==> src/hw/rtl/esc_pkg.sv <==
package esc_pkg;

  // Field widths
  localparam int unsigned EpochW  = 32;
  localparam int unsigned OffsetW = 5;
  localparam int unsigned YearW   = 12;
  localparam int unsigned MonthW  = 4;
  localparam int unsigned DayW    = 5;
  localparam int unsigned HourW   = 5;
  localparam int unsigned MinuteW = 6;
  localparam int unsigned SecondW = 6;

  // Internal widths: days since epoch and seconds of day
  localparam int unsigned DaysW   = 16;
  localparam int unsigned SodW    = 17;

  // Configuration port
  localparam int unsigned CfgAddrW = 3;
  localparam int unsigned CfgDataW = 32;
  localparam logic        RegUtcOffset = 1'b0;   // register index, paddr[2]
  localparam logic signed [OffsetW-1:0] OffsetReset = 5'sd8;

  // Day split handed from the front end to the calendar stages
  typedef struct packed {
    logic [DaysW-1:0] days;
    logic [SodW-1:0]  secs;
  } esc_split_t;

endpackage

==> src/hw/rtl/esc_apb_regs.sv <==
module esc_apb_regs import esc_pkg::*; (
  input  logic                       clk_i,
  input  logic                       rst_ni,
  input  logic                       psel,
  input  logic                       penable,
  input  logic                       pwrite,
  input  logic [CfgAddrW-1:0]        paddr,
  input  logic [CfgDataW-1:0]        pwdata,
  output logic [CfgDataW-1:0]        prdata,
  output logic                       pready,
  output logic signed [OffsetW-1:0]  offset_o
);

  logic signed [OffsetW-1:0] offset_d, offset_q;
  logic                      hit;

  // Word index lives in paddr[2]; byte lanes are ignored
  assign hit    = (paddr[2] == RegUtcOffset);
  assign pready = 1'b1;

  // Write on the access phase
  always_comb begin
    offset_d = offset_q;
    if (psel && penable && pwrite && hit) begin
      offset_d = pwdata[OffsetW-1:0];
    end
  end

  always_ff @(posedge clk_i or negedge rst_ni) begin
    if (!rst_ni) begin
      offset_q <= OffsetReset;
    end else begin
      offset_q <= offset_d;
    end
  end

  // Read back, zero-extended
  assign prdata   = hit ? {{(CfgDataW-OffsetW){1'b0}}, offset_q} : '0;
  assign offset_o = offset_q;

endmodule

==> src/hw/rtl/esc_day_split.sv <==
module esc_day_split import esc_pkg::*; (
  input  logic                       clk_i,
  input  logic                       rst_ni,
  input  logic                       valid_i,
  input  logic [EpochW-1:0]          epoch_i,
  input  logic signed [OffsetW-1:0]  offset_i,
  output logic                       valid_o,
  output esc_split_t                 split_o
);

  // t / 86400 = (t >> 7) / 675, reciprocal exact for 26-bit dividends
  localparam logic [26:0] Rcp675   = 27'd101806633;
  localparam int unsigned Shift675 = 36;
  localparam logic [9:0]  Div675   = 10'd675;
  localparam logic signed [13:0] SecsPerHour = 14'sd3600;

  // Stage 1: local seconds, clamped at zero
  logic signed [18:0] off_secs;
  logic signed [33:0] local_s;
  logic [32:0]        t_d, t_q;
  logic               v1_q;

  assign off_secs = offset_i * SecsPerHour;
  assign local_s  = $signed({2'b00, epoch_i}) + {{15{off_secs[18]}}, off_secs};
  assign t_d      = local_s[33] ? '0 : local_s[32:0];

  // Stage 2: day count by reciprocal multiply
  logic [52:0]      prod675;
  logic [DaysW-1:0] days_d, days_q;
  logic [25:0]      x_q;
  logic [6:0]       lo7_q;
  logic             v2_q;

  assign prod675 = t_q[32:7] * Rcp675;
  assign days_d  = prod675[Shift675+DaysW-1:Shift675];

  // Stage 3: seconds of day from the remainder
  logic [25:0]     rem675;
  logic [SodW-1:0] secs_d;
  esc_split_t      split_q;
  logic            v3_q;

  assign rem675 = x_q - 26'(days_q * Div675);
  assign secs_d = {rem675[9:0], lo7_q};

  // Valid bits
  always_ff @(posedge clk_i or negedge rst_ni) begin
    if (!rst_ni) begin
      v1_q <= 1'b0;
      v2_q <= 1'b0;
      v3_q <= 1'b0;
    end else begin
      v1_q <= valid_i;
      v2_q <= v1_q;
      v3_q <= v2_q;
    end
  end

  // Payload
  always_ff @(posedge clk_i) begin
    t_q          <= t_d;
    days_q       <= days_d;
    x_q          <= t_q[32:7];
    lo7_q        <= t_q[6:0];
    split_q.days <= days_q;
    split_q.secs <= secs_d;
  end

  assign valid_o = v3_q;
  assign split_o = split_q;

endmodule

==> src/hw/rtl/esc_calendar.sv <==
module esc_calendar import esc_pkg::*; (
  input  logic               clk_i,
  input  logic               rst_ni,
  input  logic               valid_i,
  input  esc_split_t         split_i,
  output logic               valid_o,
  output logic [YearW-1:0]   year_o,
  output logic [MonthW-1:0]  month_o,
  output logic [DayW-1:0]    day_o,
  output logic [HourW-1:0]   hour_o,
  output logic [MinuteW-1:0] minute_o,
  output logic [SecondW-1:0] second_o
);

  // Reciprocals, each exact over its operand range
  localparam logic [16:0] Rcp1461   = 17'd91868;   // days / 1461, >> 27
  localparam int unsigned Sh1461    = 27;
  localparam logic [17:0] Rcp60Sec  = 18'd139811;  // secs / 60, >> 23
  localparam int unsigned Sh60Sec   = 23;
  localparam logic [11:0] Rcp60Min  = 12'd2185;    // mins / 60, >> 17
  localparam int unsigned Sh60Min   = 17;
  localparam logic [10:0] DaysCycle = 11'd1461;
  localparam logic [5:0]  Sixty     = 6'd60;
  localparam logic [10:0] Year1End  = 11'd365;
  localparam logic [10:0] Year2End  = 11'd730;
  localparam logic [10:0] Year3End  = 11'd1096;
  localparam logic [YearW-1:0] BaseYear = 12'd1970;

  // First day of each month, common year
  localparam logic [8:0] MonthStart [12] = '{
    9'd0, 9'd31, 9'd59, 9'd90, 9'd120, 9'd151,
    9'd181, 9'd212, 9'd243, 9'd273, 9'd304, 9'd334
  };

  // ---------------- Stage 1: cycle index and total minutes
  logic [32:0]      cyc_prod;
  logic [34:0]      min_prod;
  logic [5:0]       c1_cyc_q;
  logic [10:0]      c1_mins_q;
  logic [DaysW-1:0] c1_days_q;
  logic [SodW-1:0]  c1_secs_q;
  logic             v1_q;

  assign cyc_prod = split_i.days * Rcp1461;
  assign min_prod = split_i.secs * Rcp60Sec;

  // ---------------- Stage 2: day of cycle, second, hour
  logic [DaysW-1:0]   drem_full;
  logic [SodW-1:0]    sec_full;
  logic [22:0]        hour_prod;
  logic [5:0]         c2_cyc_q;
  logic [10:0]        c2_drem_q;
  logic [10:0]        c2_mins_q;
  logic [HourW-1:0]   c2_hour_q;
  logic [SecondW-1:0] c2_sec_q;
  logic               v2_q;

  assign drem_full = c1_days_q - 16'(c1_cyc_q * DaysCycle);
  assign sec_full  = c1_secs_q - 17'(c1_mins_q * Sixty);
  assign hour_prod = c1_mins_q * Rcp60Min;

  // ---------------- Stage 3: year, day of year, minute
  logic [1:0]         yy;
  logic [10:0]        doy_full;
  logic               leap_d;
  logic [YearW-1:0]   year_d;
  logic [10:0]        min_full;
  logic [YearW-1:0]   c3_year_q;
  logic [8:0]         c3_doy_q;
  logic               c3_leap_q;
  logic [HourW-1:0]   c3_hour_q;
  logic [MinuteW-1:0] c3_min_q;
  logic [SecondW-1:0] c3_sec_q;
  logic               v3_q;

  // Leap year is the third of each four-year cycle
  always_comb begin
    priority if (c2_drem_q < Year1End) begin
      yy       = 2'd0;
      doy_full = c2_drem_q;
      leap_d   = 1'b0;
    end else if (c2_drem_q < Year2End) begin
      yy       = 2'd1;
      doy_full = c2_drem_q - Year1End;
      leap_d   = 1'b0;
    end else if (c2_drem_q < Year3End) begin
      yy       = 2'd2;
      doy_full = c2_drem_q - Year2End;
      leap_d   = 1'b1;
    end else begin
      yy       = 2'd3;
      doy_full = c2_drem_q - Year3End;
      leap_d   = 1'b0;
    end
  end

  assign year_d   = BaseYear + {4'd0, c2_cyc_q, 2'b00} + {10'd0, yy};
  assign min_full = c2_mins_q - 11'(c2_hour_q * Sixty);

  // ---------------- Stage 4: month and day of month
  logic [MonthW-1:0] month_d;
  logic [8:0]        base_d;
  logic [8:0]        start_m;
  logic [8:0]        day_full;

  always_comb begin
    month_d = 4'd1;
    base_d  = MonthStart[0];
    start_m = '0;
    for (int m = 1; m < 12; m++) begin
      start_m = MonthStart[m] + {8'd0, c3_leap_q && (m >= 2)};
      if (c3_doy_q >= start_m) begin
        month_d = 4'(m + 1);
        base_d  = start_m;
      end
    end
  end

  assign day_full = c3_doy_q - base_d + 9'd1;

  logic v4_q;

  // Valid bits
  always_ff @(posedge clk_i or negedge rst_ni) begin
    if (!rst_ni) begin
      v1_q <= 1'b0;
      v2_q <= 1'b0;
      v3_q <= 1'b0;
      v4_q <= 1'b0;
    end else begin
      v1_q <= valid_i;
      v2_q <= v1_q;
      v3_q <= v2_q;
      v4_q <= v3_q;
    end
  end

  // Payload
  always_ff @(posedge clk_i) begin
    c1_cyc_q  <= cyc_prod[Sh1461+5:Sh1461];
    c1_mins_q <= min_prod[Sh60Sec+10:Sh60Sec];
    c1_days_q <= split_i.days;
    c1_secs_q <= split_i.secs;

    c2_cyc_q  <= c1_cyc_q;
    c2_drem_q <= drem_full[10:0];
    c2_mins_q <= c1_mins_q;
    c2_hour_q <= hour_prod[Sh60Min+HourW-1:Sh60Min];
    c2_sec_q  <= sec_full[SecondW-1:0];

    c3_year_q <= year_d;
    c3_doy_q  <= doy_full[8:0];
    c3_leap_q <= leap_d;
    c3_hour_q <= c2_hour_q;
    c3_min_q  <= min_full[MinuteW-1:0];
    c3_sec_q  <= c2_sec_q;

    year_o    <= c3_year_q;
    month_o   <= month_d;
    day_o     <= day_full[DayW-1:0];
    hour_o    <= c3_hour_q;
    minute_o  <= c3_min_q;
    second_o  <= c3_sec_q;
  end

  assign valid_o = v4_q;

endmodule

==> src/hw/rtl/epoch_seconds_to_calendar.sv <==
// Channel   Ports                                   Transfer
// -------   -------------------------------------   -----------------------------------
// request   start_i, busy_o, epoch_seconds_i        taken when start_i && !busy_o
// result    valid_o, year_o .. second_o             one cycle, no back-pressure
// config    psel, penable, pwrite, paddr, pwdata,   APB write on access phase
//           prdata, pready                          (utc_offset_hours at address 0)
//
// One request per cycle; each result passes through the seven register stages
// (three for the day split, four calendar).
// busy_o stays low: the pipeline never stalls since results cannot be held.
// Reset clears the valid bits and loads an offset of +8 hours.
module epoch_seconds_to_calendar import esc_pkg::*; (
  input  logic                 clk_i,
  input  logic                 rst_ni,
  input  logic                 start_i,
  output logic                 busy_o,
  input  logic [EpochW-1:0]    epoch_seconds_i,
  output logic                 valid_o,
  output logic [YearW-1:0]     year_o,
  output logic [MonthW-1:0]    month_o,
  output logic [DayW-1:0]      day_o,
  output logic [HourW-1:0]     hour_o,
  output logic [MinuteW-1:0]   minute_o,
  output logic [SecondW-1:0]   second_o,
  input  logic                 psel,
  input  logic                 penable,
  input  logic                 pwrite,
  input  logic [CfgAddrW-1:0]  paddr,
  input  logic [CfgDataW-1:0]  pwdata,
  output logic [CfgDataW-1:0]  prdata,
  output logic                 pready
);

  logic signed [OffsetW-1:0] offset;
  logic                      split_valid;
  esc_split_t                split;
  logic                      req_take;

  assign busy_o   = 1'b0;
  assign req_take = start_i && !busy_o;

  // Offset register
  esc_apb_regs u_regs (
    .clk_i    (clk_i),
    .rst_ni   (rst_ni),
    .psel     (psel),
    .penable  (penable),
    .pwrite   (pwrite),
    .paddr    (paddr),
    .pwdata   (pwdata),
    .prdata   (prdata),
    .pready   (pready),
    .offset_o (offset)
  );

  // Local seconds to days and seconds of day
  esc_day_split u_split (
    .clk_i    (clk_i),
    .rst_ni   (rst_ni),
    .valid_i  (req_take),
    .epoch_i  (epoch_seconds_i),
    .offset_i (offset),
    .valid_o  (split_valid),
    .split_o  (split)
  );

  // Days and seconds to calendar fields
  esc_calendar u_cal (
    .clk_i    (clk_i),
    .rst_ni   (rst_ni),
    .valid_i  (split_valid),
    .split_i  (split),
    .valid_o  (valid_o),
    .year_o   (year_o),
    .month_o  (month_o),
    .day_o    (day_o),
    .hour_o   (hour_o),
    .minute_o (minute_o),
    .second_o (second_o)
  );

endmodule
==> config.mk <==
export PLATFORM = sky130hd
export DESIGN_NAME = epoch_seconds_to_calendar
export DESIGN_NICKNAME = d
export VERILOG_FILES = /design/src/hw/rtl/esc_pkg.sv /design/src/hw/rtl/esc_apb_regs.sv /design/src/hw/rtl/esc_day_split.sv /design/src/hw/rtl/esc_calendar.sv /design/src/hw/rtl/epoch_seconds_to_calendar.sv
export SDC_FILE = /design/constraint.sdc
export NUM_CORES = 2
export LEC_CHECK = 0
export BUFFER_PORTS_ARGS = -buffer_cell sky130_fd_sc_hd__clkbuf_2
export CAP_MARGIN = 40
export CORE_ASPECT_RATIO = 0.75
export CORE_MARGIN = 1.5
export CORE_UTILIZATION = 45
export CTS_CLUSTER_SIZE = 12
export DETAILED_ROUTE_END_ITERATION = 10
export GPL_TIMING_DRIVEN = 0
export HOLD_SLACK_MARGIN = 0.12
export PLACE_DENSITY = 0.59
export SKIP_LAST_GASP = 1
export SYNTH_ARGS = -nofsm -noshare
export SYNTH_HDL_FRONTEND = slang
export SYNTH_SLANG_ARGS = --single-unit
==> constraint.sdc <==
create_clock -name clk_i -period 8.91 [get_ports clk_i]
set_clock_uncertainty 0.2 [all_clocks]
set_input_delay 0.891 -clock clk_i [delete_from_list [all_inputs] [get_ports clk_i]]
set_output_delay 0.891 -clock clk_i [all_outputs]
set_load 0.05 [all_outputs]
* Yosys cells after proc, flatten, opt, wreduce, memory -nomap -nowiden
Cells that the tools add are included.
** Storage, ports and cells
- Register bits :: 256
- Bits in latches :: 0
- Memory bits (writable) :: 0
- Bits in read-only memories :: 0
- Input port bits :: 73
- Output and inout port bits :: 73
- Word-level logic and storage cells :: 116
- Memories kept :: 0
** Cells by class
- Add/sub/neg operators :: 22
- Multiply operators :: 9
- Divide/modulo/power cells :: 0
- $lt $le $gt $ge :: 14
- Equality and inequality tests :: 0
- Shift operators :: 0
- Muxes and demuxes :: 29
- Bitwise logic cells :: 1
- Reduce and logical (&&, ||, !) cells :: 5
** Operators with widths (number)
- $ge A9 B9 Y1 :: 7
- $mux W5 :: 12
- $mul A26 B27 Y52 const B :: 1
- $add A8 B1 Y9 const A :: 4
- $add A33 B18 Y34 :: 1
- $mul A17 B18 Y34 const B :: 1
- $mul A16 B15 Y31 const B :: 1
- $add A9 B1 Y9 const A :: 3
- $mux W9 :: 3
- $mux W3 :: 8
- $mul A11 B12 Y22 const B :: 1
- $ge A9 B8 Y1 :: 2
- $add A7 B1 Y8 const A :: 2
- $mul A16 B10 Y10 const B :: 1
- $mul A5 B9 Y14 const B :: 1
- $add A11 B8 Y12 const A :: 1
- $add A12 B2 Y12 :: 1
- $sub A6 B6 Y6 :: 2
- $lt A11 B10 Y1 const B :: 1
- $lt A11 B11 Y1 const B :: 1
- $lt A11 B9 Y1 const B :: 1
- $mul A11 B4 Y4 const B :: 1
- $mul A6 B11 Y11 const B :: 1
- $sub A11 B11 Y11 :: 1
- 16 further kinds :: 22

* Logic depth before layout (Yosys ltp)
- Depth in word-level cells :: 14
- Gate-level depth with buffers :: 26
- Depth with buffers taken out :: 26

* Modules after synthesis
A second synthesis with hierarchy kept.
** Second synthesis, totals
- Cell total of the unflattened synthesis :: 2948
- Area, all modules :: 29854.9 µm²
** Modules (own cells, without submodules)
- esc_day_split :: instances 1, cells an instance 1521, area an instance 15079.5 µm², sequential area each 2057.0 µm²
- esc_calendar :: instances 1, cells an instance 1379, area an instance 14296.2 µm², sequential area each 3002.9 µm²
- esc_apb_regs :: instances 1, cells an instance 46, area an instance 467.9 µm², sequential area each 126.4 µm²
- epoch_seconds_to_calendar :: instances 1, cells an instance 2, area an instance 11.3 µm², sequential area each 0.0 µm²

* Least setup slack after synthesis
Ideal clock, no wire load.
- Path kind :: reg2reg
- Start :: reg u_regs.offset_q[2] (netlist: u_regs.offset_o[2])
- End :: reg u_split.t_q[32]
- Setup time :: 0.116 ns
- Arrival :: 6.258 ns
- Data required time :: 8.594 ns
- Setup slack :: 2.336 ns
- Cell stages (with the launch flop) :: 22
- Path buffers :: 0
- Clock period less this slack :: 6.574 ns
- Cells stage by stage :: dfrtp_1 fa_1 inv_1 fa_1 fa_1 inv_1 fa_1 a21oi_1 nor2_1 nor2_1 nor2b_1 nor3_1 ha_1 a21o_1 a211o_1 nor2_1 a21oi_1 a211o_1 nor4b_1 o31ai_1 mux2i_1 nor2_1
** Between the ends
- Cells in the longest elaborated chain, start to end :: 2
** RTL lines
- start, declared :: line esc_apb_regs.sv:14 : logic signed [OffsetW-1:0] offset_d, offset_q;
- start signal, assigned :: line esc_apb_regs.sv:31 : offset_q <= OffsetReset;
- start signal, assigned :: line esc_apb_regs.sv:33 : offset_q <= offset_d;
- $mul A5 B9 Y14 :: line esc_day_split.sv:23 : assign off_secs = offset_i * SecsPerHour;
- $add A33 B18 Y34 :: line esc_day_split.sv:24 : assign local_s = $signed({2'b00, epoch_i}) + {{15{off_secs[18]}}, off_secs};
- end signal, assigned :: line esc_day_split.sv:61 : t_q <= t_d;
- end, declared :: line esc_day_split.sv:20 : logic [32:0] t_d, t_q;
No other way between the ends.
A chain may end at the register's enable or synchronous reset.

* Worst setup path after layout
- Start :: reg u_split.t_q[13]
- End :: reg u_split.days_q[15]
** Between the ends
- Cells in the longest elaborated chain, start to end :: 1
** RTL lines
- $mul A26 B27 Y52 :: line esc_day_split.sv:34 : assign prod675 = t_q[32:7] * Rcp675;
- via u_split.prod675[51] :: line esc_day_split.sv:28 : logic [52:0] prod675;
- end signal, assigned :: line esc_day_split.sv:62 : days_q <= days_d;
- end, declared :: line esc_day_split.sv:29 : logic [DaysW-1:0] days_d, days_q;
The timed path passes the listed nets, and every way through them passes these cells.

==> results.md <==
- Fin crit period: 7.20 ns
- CP startpoint kind: register
- Post-Synthesis Cell Area: 29200 µm²
- Antenna-violating nets left: 0
- Area delta synth->final: 8.94%
- Critical Path Sink Type: register
- Most used DFF post-synth: dfxtp_1
- DIE WIDTH: 297 µm
- GRT Util Overall: 0.185
- Drt first-iter violations: 631
- CP Class: reg -> reg
- Post-detail-place hpwl: 49800 µm
- CP Data Required Time: 9.22 ns
- Routed length per instance: 15.1 µm
- Final #Nets: 4143
- Setup_tns: 0 ns
- Die Y: 223 µm
- Max-cap viol count: 0
- Via count: 18500
- Clock slew at reported path FFs: 0.06 ns
- Hold Vio Cnt, Final: 0
- First-pass GRT wire length: 100000 µm
- Post-synth EDFFs: 0
- DRC viols: 0
- TritonCTS Buffers: 30
- Vias in the first global route: 20100
- Grt ovf: 0
- Count of pins over their slew limit: 0
- Share of cells above drive strength 1: 0.0654
- CTS Buffer Depth: 3
- Row Count: 80
- # setup viols final: 0
- Dpl cells: 3821
- Routability cong.: 0.885
- Synth Instances: 2843
- Most frequent cells in the layout: 722 x inv_1, 707 x ha_1, 370 x fa_1, 244 x dfxtp_1, 101 x a21oi_1
- First-pass DRT Iterations: 5
- CORE AREA: 63900 µm²
- Clock H-tree levels: 1
- Vias per inst: 4.79
- FFs w/ async S/R, synth: 0.0469
- Root Buffer: clkbuf_16
- Cell Count, Final, Fillers Out: 3874
- Peak fanout along the critical path: 10
- Avg Cell Area, Syn: 10.3 µm²
- Antenna violations before repair: 0
- Die area: 66300 µm²
- RSZ-0062 raised after global routing: false
- Highest clock rate: 139 MHz
- Initial core utilization: 0.456
- Diodes inserted: 0
- Drt total wl: 58300 µm
- I/O pin cnt: 146
- Seq/Total Area, Yosys: 0.178
- Clock latency at the later pin of the worst-skew pair: 0.60 ns
- Sink Count: 256
- Max_slew headroom: 0.383
- Most common cell after layout, fill and taps aside: inv_1
- Worst Tran Pin Value: 0.924 ns
- Outcome: finished, final reports clean
- Critical Path AT: 7.51 ns
- Post-CTS Resized: 0
- Yosys cell types: 73
- Worst Hold Class: reg -> reg
- Fillers: 5914
- Period Utilization, post-route: 0.808
- Synth warn: 0
- Largest net degree at the start of global routing: 17
- TritonCTS clock tree: done
- Port buffer count: 87
- Register bit count reported by yosys: 256
## cell families (layout without fill, tap and decap cells)
group           after synthesis  in the layout  share of synthesized area
other cells                   2             29                   0.000258
fa+ha+maj                  1077           1077                      0.558
flops                       256            256                      0.178
buf+inv                     764            907                      0.102
xor+xnor                    133            133                     0.0402
compound gates              318            318                     0.0712
mux                           6              6                    0.00227
simple gates                287            287                     0.0481
## worst paths after layout
path / from / end / slack (ns) / depth (start not counted)
setup / recovery: u_split.t_q[13]$_SDFF_PP0_ / u_split.days_q[15]$_DFF_P_ / 1.71 / 24
hold / removal: u_cal.c3_min_q[0]$_DFF_P_ / u_cal.minute_o[0]$_DFF_P_ / 0.12 / 0
setup reg to reg: u_split.t_q[13]$_SDFF_PP0_ / u_split.days_q[15]$_DFF_P_ / 1.71 / 24
hold reg to reg: u_cal.c3_min_q[0]$_DFF_P_ / u_cal.minute_o[0]$_DFF_P_ / 0.12 / 0
max in group asynchronous: rst_ni / u_regs.offset_o[3]$_DFFE_PN1P_ / 7.73 / 2
min in group asynchronous: rst_ni / u_cal.valid_o$_DFF_PN0_ / 0.50 / 2
## sequential cells by signal, summed over array words and instances (netlist names), 11 cells and up
name / cells
u_split.split_o: 33
u_split.t_q: 33
u_split.days_q: 16
u_cal.c3_year_q: 12
u_cal.year_o: 12
u_cal.c1_days_q: 11
u_cal.c1_mins_q: 11
u_cal.c2_drem_q: 11
## worst max-delay path, cell delays in order, from the launching register on
cell and delay (ns):
dfxtp_1 0.87, inv_1 0.23, ha_1 0.42, inv_1 0.10
fa_1 0.47, ha_1 0.28, inv_1 0.06, fa_1 0.51
inv_1 0.05, fa_1 0.48, inv_1 0.06, fa_1 0.53
inv_1 0.05, fa_1 0.47, ha_1 0.36, o211ai_1 0.22
o211ai_1 0.11, nand3b_1 0.13, a31oi_1 0.12, nand4b_1 0.29
a21o_1 0.26, a2bb2oi_1 0.29, o211ai_1 0.20, a21oi_1 0.21
xnor2_1 0.14
## final cells by class
class	count	area, µm²	share of cell area
Multi-Input combinational cell	1850	21100	0.664
Sequential cell	256	5190	0.163
Inverter	722	2710	0.0853
Tap cell	861	1080	0.0339
Clock buffer	41	832	0.0262
Timing Repair Buffer	91	463	0.0146
Buffer	42	277	0.00871
Clock inverter	11	126	0.00398
## routing by layer
layer  up-vias  part of all wire  wire length (µm)  track usage
li1       9313                 -                 -            -
met1      8919              0.51             29700        0.270
met2       251              0.44             25500        0.294
met3        65             0.037              2180       0.0259
met4         0             0.016               935       0.0306
met5         -                 0                 0            0
## what timing repair did
action,in CTS,in global routing
hold buffers,1,0
setup endpoints to repair,0,0
setup buffers,0,0
hold endpoints to repair,11,0
## cells in the mapped netlist, drive strengths merged (3+ instances only)
cell	instances	share of area
inv	722	0.093
o2111ai	3	0.00090
o21bai	14	0.0036
a21oi	104	0.018
o41ai	3	0.00090
nor4	5	0.0011
or2	4	0.00086
ha	707	0.30
nand4	7	0.0015
a21o	34	0.0088
fa	370	0.25
o211ai	13	0.0035
xnor2	91	0.028
o22ai	5	0.0011
dfrtp	11	0.0094
a21boi	8	0.0021
buf	32	0.0082
o221ai	5	0.0015
o21ai	55	0.0094
nor2	75	0.0097
nor2b	27	0.0058
xor2	42	0.013
a211oi	15	0.0039
nand3	25	0.0043
o311ai	5	0.0015
dfxtp	244	0.17
nor3	10	0.0021
a211o	4	0.0012
clkbuf	10	0.0013
a31oi	9	0.0021
and3	13	0.0028
and2	6	0.0013
nand2	79	0.010
or3	8	0.0017
o21a	15	0.0039
mux2	5	0.0019
a41o	3	0.0010
nand2b	17	0.0036
a31o	5	0.0015
## metrics by stage
step	cell area, µm²	hold slack [ns]	util	setup slack [ns]
2_1_floorplan	29300	0.110	-	2.34
3_3_place_gp	30800	0.110	0.482	1.47
3_5_place_dp	30800	0.112	0.482	1.75
4_1_cts	31800	0.123	0.497	1.72
5_1_grt	31800	0.126	0.497	1.26
6_report	31800	0.122	0.497	1.71
Power is not shown: default switching activity piles up to over one toggle a cycle in this logic, so the estimate is an artifact.
